**src/design/pbe_pkg.sv**
```systemverilog
package pbe_pkg;

    localparam int ID_W      = 16;
    localparam int TIME_W    = 32;
    localparam int CTR_W     = 32;
    localparam int DEV_OUT_W = 3;
    localparam int CNT_OUT_W = 5;
    localparam int AD_W      = 4;
    localparam int QL_W      = 5;
    localparam int CFG_W     = 5;
    localparam int CFG_IDX_W = 1;
    localparam int CLS_W     = 2;
    localparam int STAT_W    = 2;

    localparam logic [AD_W-1:0] AD_RESET = 4'd1;
    localparam logic [QL_W-1:0] QL_RESET = 5'd16;

    typedef enum logic [CFG_IDX_W-1:0] {
        CFG_ACTIVE_DEVICES = 1'b0,
        CFG_QUEUE_LIMIT    = 1'b1
    } cfg_idx_t;

    typedef logic [CLS_W-1:0] cls_t;
    localparam cls_t CLS_CORP = 2'd0;
    localparam cls_t CLS_PREM = 2'd1;
    localparam cls_t CLS_FREE = 2'd2;

    typedef logic [STAT_W-1:0] stat_t;
    localparam stat_t ST_QUEUED   = 2'd0;
    localparam stat_t ST_EVICTED  = 2'd1;
    localparam stat_t ST_REJECTED = 2'd2;
    localparam stat_t ST_FINISH   = 2'd3;

    localparam logic REQ_ARRIVE = 1'b0;
    localparam logic REQ_FINISH = 1'b1;

endpackage

```
**src/design/priority_buffer_with_eviction_core.sv**
```systemverilog
// Channel   Direction  Handshake            Word
// in        sink       in_valid / in_stall  req_type req_class req_id event_time device_index
// out       source     out_valid/out_stall  admit_status evicted_* dispatch_* wait_time counters
// cfg       sink       cfg_write            cfg_index cfg_data
//
// An arrival steps from accept through decide and then reject, or evict if needed, insert and
// dispatch; a finish event goes straight to dispatch. A dispatch adds a served step before done.
// One shared 32-bit adder handles wait times and the rejected and served counter updates in turn.
// in_stall is high from accept until the result moves into the output register.
// The output register holds a result while out_stall is high; the next word is
// accepted meanwhile. Reset clears the queue count, servers and counters.
module priority_buffer_with_eviction_core #(
    parameter int QUEUE_DEPTH = 16,
    parameter int DEVICES     = 8
) (
    input  logic                            clk,
    input  logic                            rst_n,
    input  logic                            in_valid,
    output logic                            in_stall,
    input  logic                            req_type,
    input  logic [pbe_pkg::CLS_W-1:0]       req_class,
    input  logic [pbe_pkg::ID_W-1:0]        req_id,
    input  logic [pbe_pkg::TIME_W-1:0]      event_time,
    input  logic [2:0]                      device_index,
    output logic                            out_valid,
    input  logic                            out_stall,
    output logic [pbe_pkg::STAT_W-1:0]      admit_status,
    output logic                            evicted_valid,
    output logic [pbe_pkg::ID_W-1:0]        evicted_id,
    output logic                            dispatch_valid,
    output logic [pbe_pkg::ID_W-1:0]        dispatch_id,
    output logic [pbe_pkg::DEV_OUT_W-1:0]   dispatch_device,
    output logic [pbe_pkg::TIME_W-1:0]      wait_time,
    output logic [pbe_pkg::CTR_W-1:0]       rejected_corporate,
    output logic [pbe_pkg::CTR_W-1:0]       rejected_premium,
    output logic [pbe_pkg::CTR_W-1:0]       rejected_free,
    output logic [pbe_pkg::CTR_W-1:0]       served_count,
    output logic [pbe_pkg::CNT_OUT_W-1:0]   queue_count,
    input  logic                            cfg_write,
    input  logic [pbe_pkg::CFG_IDX_W-1:0]   cfg_index,
    input  logic [pbe_pkg::CFG_W-1:0]       cfg_data
);

    import pbe_pkg::*;

    localparam int IDX_W  = $clog2(QUEUE_DEPTH);
    localparam int CNT_W  = $clog2(QUEUE_DEPTH + 1);
    localparam int DEV_W  = (DEVICES > 1) ? $clog2(DEVICES) : 1;
    localparam int DEVN_W = $clog2(DEVICES + 1);

    typedef enum logic [7:0] {
        S_IDLE   = 8'b0000_0001,
        S_DECIDE = 8'b0000_0010,
        S_EVICT  = 8'b0000_0100,
        S_INSERT = 8'b0000_1000,
        S_REJECT = 8'b0001_0000,
        S_DISP   = 8'b0010_0000,
        S_SERVED = 8'b0100_0000,
        S_DONE   = 8'b1000_0000
    } state_t;

    state_t                 state_reg, state_next;
    logic [AD_W-1:0]        ad_reg;
    logic [QL_W-1:0]        ql_reg;

    logic [ID_W-1:0]        id_reg [QUEUE_DEPTH];
    logic [TIME_W-1:0]      tm_reg [QUEUE_DEPTH];

    logic [CNT_W-1:0]       total_reg, total_next;
    logic [CNT_W-1:0]       cnt_reg [3];
    logic [CNT_W-1:0]       cnt_next [3];
    logic [DEVICES-1:0]     busy_reg, busy_next;
    logic [CTR_W-1:0]       rej_reg [3];
    logic [CTR_W-1:0]       rej_next [3];
    logic [CTR_W-1:0]       served_reg, served_next;

    cls_t                   cls_reg, cls_next;
    cls_t                   ev_cls_reg, ev_cls_next;
    logic [ID_W-1:0]        nid_reg;
    logic [TIME_W-1:0]      now_reg;
    logic [CNT_W-1:0]       k_reg, k_next;

    stat_t                  stat_reg, stat_next;
    logic                   evv_reg, evv_next;
    logic [ID_W-1:0]        evid_reg, evid_next;
    logic                   dv_reg, dv_next;
    logic [ID_W-1:0]        did_reg, did_next;
    logic [DEV_W-1:0]       ddev_reg, ddev_next;
    logic [TIME_W-1:0]      wait_reg, wait_next;

    logic                   out_valid_reg, out_valid_next;
    stat_t                  o_stat_reg;
    logic                   o_evv_reg;
    logic [ID_W-1:0]        o_evid_reg;
    logic                   o_dv_reg;
    logic [ID_W-1:0]        o_did_reg;
    logic [DEV_W-1:0]       o_ddev_reg;
    logic [TIME_W-1:0]      o_wait_reg;
    logic [CTR_W-1:0]       o_rej_reg [3];
    logic [CTR_W-1:0]       o_served_reg;
    logic [CNT_W-1:0]       o_total_reg;

    logic                   accept;
    logic                   load_out;
    logic [CNT_W-1:0]       lim_eff;
    logic [DEVN_W-1:0]      srv_n;
    logic                   srv_found;
    logic [DEV_W-1:0]       srv_sel;
    logic [CNT_W-1:0]       pos;
    logic [CNT_W-1:0]       n01;
    logic [CNT_W-1:0]       k_sel;
    cls_t                   head_cls;
    logic                   do_remove, do_insert;
    logic [CNT_W-1:0]       rm_at;

    logic [CTR_W-1:0]       alu_a, alu_b, alu_sum;
    logic                   alu_cin;

    assign accept   = in_valid && (state_reg == S_IDLE);
    assign in_stall = (state_reg != S_IDLE);
    assign load_out = (state_reg == S_DONE) && (!out_valid_reg || !out_stall);

    always_comb
    begin
        if (ql_reg == '0)
            lim_eff = CNT_W'(1);
        else if (32'(ql_reg) > QUEUE_DEPTH)
            lim_eff = CNT_W'(QUEUE_DEPTH);
        else
            lim_eff = CNT_W'(ql_reg);
        if (ad_reg == '0)
            srv_n = DEVN_W'(1);
        else if (32'(ad_reg) > DEVICES)
            srv_n = DEVN_W'(DEVICES);
        else
            srv_n = DEVN_W'(ad_reg);
    end

    always_comb
    begin
        srv_found = 1'b0;
        srv_sel   = '0;
        for (int i = DEVICES - 1; i >= 0; i--)
        begin
            if (!busy_reg[i] && (DEVN_W'(i) < srv_n))
            begin
                srv_found = 1'b1;
                srv_sel   = DEV_W'(i);
            end
        end
    end

    assign n01 = cnt_reg[CLS_CORP] + cnt_reg[CLS_PREM];

    always_comb
    begin
        case (cls_reg)
            CLS_CORP: pos = cnt_reg[CLS_CORP];
            CLS_PREM: pos = n01;
            default:  pos = total_reg;
        endcase
        if (cnt_reg[CLS_CORP] != '0)
            head_cls = CLS_CORP;
        else if (cnt_reg[CLS_PREM] != '0)
            head_cls = CLS_PREM;
        else
            head_cls = CLS_FREE;
    end

    // shared adder: counter increments and wait subtraction
    always_comb
    begin
        alu_a   = '0;
        alu_b   = '0;
        alu_cin = 1'b0;
        case (state_reg)
            S_EVICT:
            begin
                alu_a   = rej_reg[ev_cls_reg];
                alu_cin = (alu_a != '1);
            end
            S_REJECT:
            begin
                alu_a   = rej_reg[cls_reg];
                alu_cin = (alu_a != '1);
            end
            S_DISP:
            begin
                alu_a   = now_reg;
                alu_b   = ~tm_reg[0];
                alu_cin = 1'b1;
            end
            S_SERVED:
            begin
                alu_a   = served_reg;
                alu_cin = (alu_a != '1);
            end
            default:
            begin
                alu_a   = '0;
            end
        endcase
        alu_sum = alu_a + alu_b + CTR_W'(alu_cin);
    end

    always_comb
    begin
        state_next  = state_reg;
        total_next  = total_reg;
        cnt_next    = cnt_reg;
        busy_next   = busy_reg;
        rej_next    = rej_reg;
        served_next = served_reg;
        cls_next    = cls_reg;
        ev_cls_next = ev_cls_reg;
        k_next      = k_reg;
        stat_next   = stat_reg;
        evv_next    = evv_reg;
        evid_next   = evid_reg;
        dv_next     = dv_reg;
        did_next    = did_reg;
        ddev_next   = ddev_reg;
        wait_next   = wait_reg;
        do_remove   = 1'b0;
        do_insert   = 1'b0;
        rm_at       = k_reg;
        k_sel       = '0;

        unique case (state_reg)
            S_IDLE:
            begin
                if (accept)
                begin
                    evv_next  = 1'b0;
                    evid_next = '0;
                    dv_next   = 1'b0;
                    did_next  = '0;
                    ddev_next = '0;
                    wait_next = '0;
                    cls_next  = (req_class > CLS_FREE) ? CLS_FREE : req_class;
                    if (req_type == REQ_FINISH)
                    begin
                        stat_next = ST_FINISH;
                        for (int i = 0; i < DEVICES; i++)
                        begin
                            if (32'(device_index) == i)
                                busy_next[i] = 1'b0;
                        end
                        state_next = S_DISP;
                    end
                    else
                    begin
                        state_next = S_DECIDE;
                    end
                end
            end
            S_DECIDE:
            begin
                if (total_reg < lim_eff)
                begin
                    stat_next  = ST_QUEUED;
                    state_next = S_INSERT;
                end
                else if ((cls_reg == CLS_CORP || cls_reg == CLS_PREM)
                         && cnt_reg[CLS_FREE] != '0)
                begin
                    k_sel       = n01;
                    k_next      = n01;
                    ev_cls_next = CLS_FREE;
                    evv_next    = 1'b1;
                    evid_next   = id_reg[k_sel[IDX_W-1:0]];
                    stat_next   = ST_EVICTED;
                    state_next  = S_EVICT;
                end
                else if (cls_reg == CLS_CORP && cnt_reg[CLS_PREM] != '0)
                begin
                    k_sel       = cnt_reg[CLS_CORP];
                    k_next      = cnt_reg[CLS_CORP];
                    ev_cls_next = CLS_PREM;
                    evv_next    = 1'b1;
                    evid_next   = id_reg[k_sel[IDX_W-1:0]];
                    stat_next   = ST_EVICTED;
                    state_next  = S_EVICT;
                end
                else
                begin
                    stat_next  = ST_REJECTED;
                    state_next = S_REJECT;
                end
            end
            S_EVICT:
            begin
                do_remove              = 1'b1;
                rm_at                  = k_reg;
                cnt_next[ev_cls_reg]   = cnt_reg[ev_cls_reg] - CNT_W'(1);
                total_next             = total_reg - CNT_W'(1);
                rej_next[ev_cls_reg]   = alu_sum;
                state_next             = S_INSERT;
            end
            S_INSERT:
            begin
                do_insert          = 1'b1;
                cnt_next[cls_reg]  = cnt_reg[cls_reg] + CNT_W'(1);
                total_next         = total_reg + CNT_W'(1);
                state_next         = S_DISP;
            end
            S_REJECT:
            begin
                rej_next[cls_reg] = alu_sum;
                state_next        = S_DONE;
            end
            S_DISP:
            begin
                if (total_reg != '0 && srv_found)
                begin
                    do_remove          = 1'b1;
                    rm_at              = '0;
                    cnt_next[head_cls] = cnt_reg[head_cls] - CNT_W'(1);
                    total_next         = total_reg - CNT_W'(1);
                    for (int i = 0; i < DEVICES; i++)
                    begin
                        if (DEV_W'(i) == srv_sel)
                            busy_next[i] = 1'b1;
                    end
                    dv_next    = 1'b1;
                    did_next   = id_reg[0];
                    ddev_next  = srv_sel;
                    wait_next  = alu_sum;
                    state_next = S_SERVED;
                end
                else
                begin
                    state_next = S_DONE;
                end
            end
            S_SERVED:
            begin
                served_next = alu_sum;
                state_next  = S_DONE;
            end
            S_DONE:
            begin
                if (load_out)
                    state_next = S_IDLE;
            end
            default:
            begin
                state_next = S_IDLE;
            end
        endcase
    end

    always_comb
    begin
        out_valid_next = out_valid_reg;
        if (load_out)
            out_valid_next = 1'b1;
        else if (out_valid_reg && !out_stall)
            out_valid_next = 1'b0;
    end

    always_ff @(posedge clk or negedge rst_n)
    begin
        if (!rst_n)
        begin
            state_reg     <= S_IDLE;
            ad_reg        <= AD_RESET;
            ql_reg        <= QL_RESET;
            total_reg     <= '0;
            cnt_reg       <= '{default: '0};
            busy_reg      <= '0;
            rej_reg       <= '{default: '0};
            served_reg    <= '0;
            out_valid_reg <= 1'b0;
        end
        else
        begin
            state_reg     <= state_next;
            total_reg     <= total_next;
            cnt_reg       <= cnt_next;
            busy_reg      <= busy_next;
            rej_reg       <= rej_next;
            served_reg    <= served_next;
            out_valid_reg <= out_valid_next;
            if (cfg_write)
            begin
                unique case (cfg_idx_t'(cfg_index))
                    CFG_ACTIVE_DEVICES: ad_reg <= cfg_data[AD_W-1:0];
                    CFG_QUEUE_LIMIT:    ql_reg <= cfg_data[QL_W-1:0];
                    default:            ad_reg <= ad_reg;
                endcase
            end
        end
    end

    always_ff @(posedge clk)
    begin
        cls_reg    <= cls_next;
        ev_cls_reg <= ev_cls_next;
        k_reg      <= k_next;
        stat_reg   <= stat_next;
        evv_reg    <= evv_next;
        evid_reg   <= evid_next;
        dv_reg     <= dv_next;
        did_reg    <= did_next;
        ddev_reg   <= ddev_next;
        wait_reg   <= wait_next;
        if (accept)
        begin
            nid_reg <= req_id;
            now_reg <= event_time;
        end
        if (load_out)
        begin
            o_stat_reg   <= stat_reg;
            o_evv_reg    <= evv_reg;
            o_evid_reg   <= evid_reg;
            o_dv_reg     <= dv_reg;
            o_did_reg    <= did_reg;
            o_ddev_reg   <= ddev_reg;
            o_wait_reg   <= wait_reg;
            o_rej_reg    <= rej_reg;
            o_served_reg <= served_reg;
            o_total_reg  <= total_reg;
        end
    end

    // queue cells: shift down on remove, shift up and write on insert
    always_ff @(posedge clk)
    begin
        for (int i = 0; i < QUEUE_DEPTH; i++)
        begin
            if (do_remove && (CNT_W'(i) >= rm_at) && (i < QUEUE_DEPTH - 1))
            begin
                id_reg[i] <= id_reg[i + 1];
                tm_reg[i] <= tm_reg[i + 1];
            end
            else if (do_insert && (CNT_W'(i) == pos))
            begin
                id_reg[i] <= nid_reg;
                tm_reg[i] <= now_reg;
            end
            else if (do_insert && (CNT_W'(i) > pos) && (i > 0))
            begin
                id_reg[i] <= id_reg[i - 1];
                tm_reg[i] <= tm_reg[i - 1];
            end
        end
    end

    assign out_valid          = out_valid_reg;
    assign admit_status       = o_stat_reg;
    assign evicted_valid      = o_evv_reg;
    assign evicted_id         = o_evid_reg;
    assign dispatch_valid     = o_dv_reg;
    assign dispatch_id        = o_did_reg;
    assign dispatch_device    = DEV_OUT_W'(o_ddev_reg);
    assign wait_time          = o_wait_reg;
    assign rejected_corporate = o_rej_reg[CLS_CORP];
    assign rejected_premium   = o_rej_reg[CLS_PREM];
    assign rejected_free      = o_rej_reg[CLS_FREE];
    assign served_count       = o_served_reg;
    assign queue_count        = CNT_OUT_W'(o_total_reg);

endmodule

```
**config.mk**
```make
export PLATFORM = sky130hd
export DESIGN_NAME = priority_buffer_with_eviction_core
export DESIGN_NICKNAME = d
export VERILOG_FILES = /design/src/design/pbe_pkg.sv /design/src/design/priority_buffer_with_eviction_core.sv
export SDC_FILE = /design/constraint.sdc
export NUM_CORES = 2
export LEC_CHECK = 0
export BUFFER_PORTS_ARGS = -buffer_cell sky130_fd_sc_hd__buf_4
export CORE_ASPECT_RATIO = 1.25
export CORE_MARGIN = 4
export CORE_UTILIZATION = 35
export CTS_BUF_LIST = sky130_fd_sc_hd__clkbuf_2
export DETAILED_ROUTE_END_ITERATION = 6
export HOLD_SLACK_MARGIN = 0.15
export SLEW_MARGIN = 5
export SYNTH_ARGS = -nofsm -noshare
export SYNTH_HDL_FRONTEND = slang
export SYNTH_SLANG_ARGS = --single-unit
```
**constraint.sdc**
```tcl
create_clock -name clk -period 11.8 [get_ports clk]
set_input_delay 0.59 -clock clk [delete_from_list [all_inputs] [get_ports clk]]
set_output_delay 0.59 -clock clk [all_outputs]
set_load 0.02 [all_outputs]
```
==> impl_metrics.py <==
metrics = {
    "routing": {
        "vias": 46700,
        "routed_wl_mm": 196,
        "dr.pass1.iters": 6,
        "vias_per_cell": 5.53,
        "drcViolationCount": 0,
        "route.met3.wl_mm": 14.9,
        "wl_met1_mm": 82.6,
        "wl_met2_mm": 91.3,
        "wl_per_cell_um": 23.1,
        "final_antenna_net_count": 0,
        "drtIter0Drc": 4305,
        "dr.max_layer_used": "met5",
    },
    "setup_path": {
        "rrSetupSlack_ns": 4.58,
        "crit_buf_inv": 4,
        "cp_slowest_cell": "nand2_4",
        "rr_worst_depth": 11,
        "r2r_start": "state_reg[4]",
        "critPathRequiredTime_ns": 13.08,
        "crit_cells": 11,
        "reg2reg_to": "tm_reg[0][88]",
        "max_stage_delay_ns": 0.83,
        "crit_chain": "or4_1 -> or3_1 -> nor3b_2 -> inv_2 -> or4_1 -> inv_2 -> and2_2 -> buf_4 -> nand2_4 -> o21ai_4 -> buf_4",
        "cp-end-kind": "flop",
        "critPathLaunchType": "flop",
        "path_max_fanout": 99,
        "worst_ep_arrival_time_ns": 8.50,
        "crit_type": "flop to flop",
        "crit_family": "simple AND/OR/NAND/NOR gates",
    },
    "synth": {
        "seq_area_frac_synth": 0.576,
        "synth_edf_count": 1100,
        "synth_top_area_frac": 0.509,
        "syn-num-nets": 5518,
        "ys_ff_latch": 1274,
        "async_flop_share": 0.137,
        "ys_warn_count": 0,
        "ys_types": 68,
        "synth_ff_type": "edfxtp_1",
        "ys_top_cells_by_count": "1,100 x edfxtp_1, 736 x nand2_1, 707 x mux2i_1",
        "synth_area_leader_cell": "edfxtp_1",
        "syn_area_sq_um": 64900,
        "synthCells": 5405,
        "yosysMostFrequentCell": "edfxtp_1",
        "syn_avg_cell_area_sq_um": 12.0,
        "synthTopCellsByArea": "edfxtp_1 51%, mux2i_1 11%, dfrtp_1 6.6%",
    },
    "global_routing": {
        "grt_max_degree": 194,
        "grt_pass1_wl_mm": 295,
        "overflow": 0,
        "grt_pass1_vias": 46600,
        "grt_util_all_layers": 0.199,
        "antenna_found_initial": 5,
    },
    "cells_and_area": {
        "post-route-cell-area_sq_um": 74000,
        "largest_reg_flops": 512,
        "area_growth_syn_to_layout_pct": 14.0,
        "drive_above_1_share": 0.203,
        "nets": 5956,
    },
    "pwr": {
        "powerDensity_nw_per_um2": 184,
        "ir_drop_v": 0.000129,
        "p_leak_uw": 0.0295,
        "power.total_uw": 13600,
    },
    "worst_hold_path": {
        "hold_path_end": "wait_time[7]",
        "hp-class": "flop to flop",
        "min_delay_path_depth": 0,
        "min-delay-start": "wait_reg[7]",
    },
    "sta": {
        "holdWs_ns": 0.331,
        "hold_violations": 0,
        "layout_min_cycle_time_ns": 7.22,
        "fmax_mhz": 139,
        "worst_slew_pin_slew_ns": 1.32,
        "slew_headroom": 0.117,
        "slew_violations": 0,
        "clock_skew_ns": 0.206,
        "fin_setup_tns_ns": 0,
        "rsz0062_at_grt": "no",
        "period_share": 0.612,
        "setup_violations": 0,
    },
    "floorplanning": {
        "die_h_um": 489,
        "die_w_um": 393,
        "start_util": 0.352,
        "dieArea_sq_um": 192000,
        "coreArea_sq_um": 184000,
        "io_pins": 271,
        "placementRows": 176,
    },
    "clock_tree": {
        "cts_sinks": 1274,
        "cts_max_path_buffers": 4,
        "clock_latency_ns": 1.74,
        "cts_tree": "done",
        "clk_pin_slew_worst_paths_ns": 0.11,
        "htreeDepth": 5,
        "root_buffer": "clkbuf_2",
        "post_cts_resized": 0,
        "post-cts-setup-buffers": 0,
        "ctsHoldBuffers": 194,
        "numCtsBuffers": 322,
    },
    "run_status": {
        "status": "finished clean",
    },
    "placement": {
        "port_buffers": 270,
        "hpwl_mm": 122,
        "placed_area_sq_um": 69300,
        "gp_congestion": 0.886,
    },
    "job": {
        "max_cap_violations": 0,
    },
}
## layout by cell type (no fill, tap or decap), types with 9 or more instances in the layout
| cell | instances |
|---|---|
| xor2_1 | 15 |
| o21ai_0 | 460 |
| o31ai_1 | 9 |
| inv_1 | 26 |
| mux2i_1 | 707 |
| a221o_1 | 29 |
| clkinv_2 | 11 |
| o21a_1 | 12 |
| inv_2 | 11 |
| dlygate4sd3_1 | 193 |
| nand2_1 | 728 |
| o21ai_1 | 33 |
| xnor2_1 | 34 |
| a21oi_1 | 386 |
| nand4_1 | 17 |
| nor2b_1 | 9 |
| nor2_1 | 460 |
| buf_4 | 364 |
| and3_1 | 10 |
| dfrtp_1 | 169 |
| ha_1 | 43 |
| a31oi_1 | 65 |
| a22o_1 | 40 |
| clkbuf_2 | 446 |
| clkinv_1 | 58 |
| and2_1 | 39 |
| or3_1 | 9 |
| edfxtp_1 | 1100 |
| nand2b_1 | 11 |
| mux2_2 | 155 |
| a21o_1 | 24 |
| mux4_2 | 160 |
| nand3b_1 | 11 |
| nor3_1 | 26 |
| nand3_1 | 20 |
## logic make-up after synthesis
kind of cell / Yosys count / share of synthesized area
simple gates: 1397 / 0.0883
flops: 1274 / 0.576
compound gates: 1136 / 0.0983
mux: 1022 / 0.191
buf+inv: 477 / 0.0293
xor+xnor: 51 / 0.00688
fa+ha+maj: 48 / 0.00972
## final cells by class
class,instances,area [sq um]
multi-input combinational,3654,26100
fill,17600,110000
inverter,31,118
timing repair buffer,560,4720
clock inverter,80,422
sequential,1274,37400
clock buffer,446,2230
tap,2403,3010
antenna,3,7.51
## through the flow
step	util	cells	worst slack [ns]
global route	0.401	8450	4.33
detailed placement	0.376	7728	4.67
floorplan	-	5405	4.28
CTS	0.401	8448	4.63
finish	0.401	8451	4.58
global placement	0.376	7728	4.77
## power by group
part | internal, uW | switching (uW) | leakage (uW) | total (uW)
Combinational | 1630 | 2450 | 0.0152 | 4080
Clock | 1090 | 1830 | 0.00207 | 2920
Sequential | 5890 | 708 | 0.0122 | 6600
Total | 8620 | 4980 | 0.0295 | 13600
## worst register-to-register path, cell delays in order, from the launching register on
cell and delay (ns):
dfrtp_1 0.43, or4_1 0.58, or3_1 0.36, nor3b_2 0.73
inv_2 0.35, or4_1 0.82, inv_2 0.40, and2_2 0.21
buf_4 0.79, nand2_4 0.85, o21ai_4 0.68, buf_4 0.57
## worst max-delay path by stage
stage / startpoint / to / slack (ns)
6_report: state_reg[4] / tm_reg[0][88] / 4.58
3_5_place_dp: state_reg[5] / tm_reg[0][83] / 4.67
3_3_place_gp: state_reg[5] / tm_reg[0][82] / 4.77
2_1_floorplan: state_reg[4] / id_reg[2][0] / 4.28
4_1_cts: state_reg[4] / tm_reg[0][68] / 4.63
5_1_grt: state_reg[4] / tm_reg[0][66] / 4.33
## metal layers
layer / GRT usage / up-vias
met5: 0 / -
met4: 0.0752 / 2
met3: 0.0354 / 424
met2: 0.322 / 2101
met1: 0.269 / 23100
li1: - / 21100
Note: power is estimated with default switching activity, not from simulation.
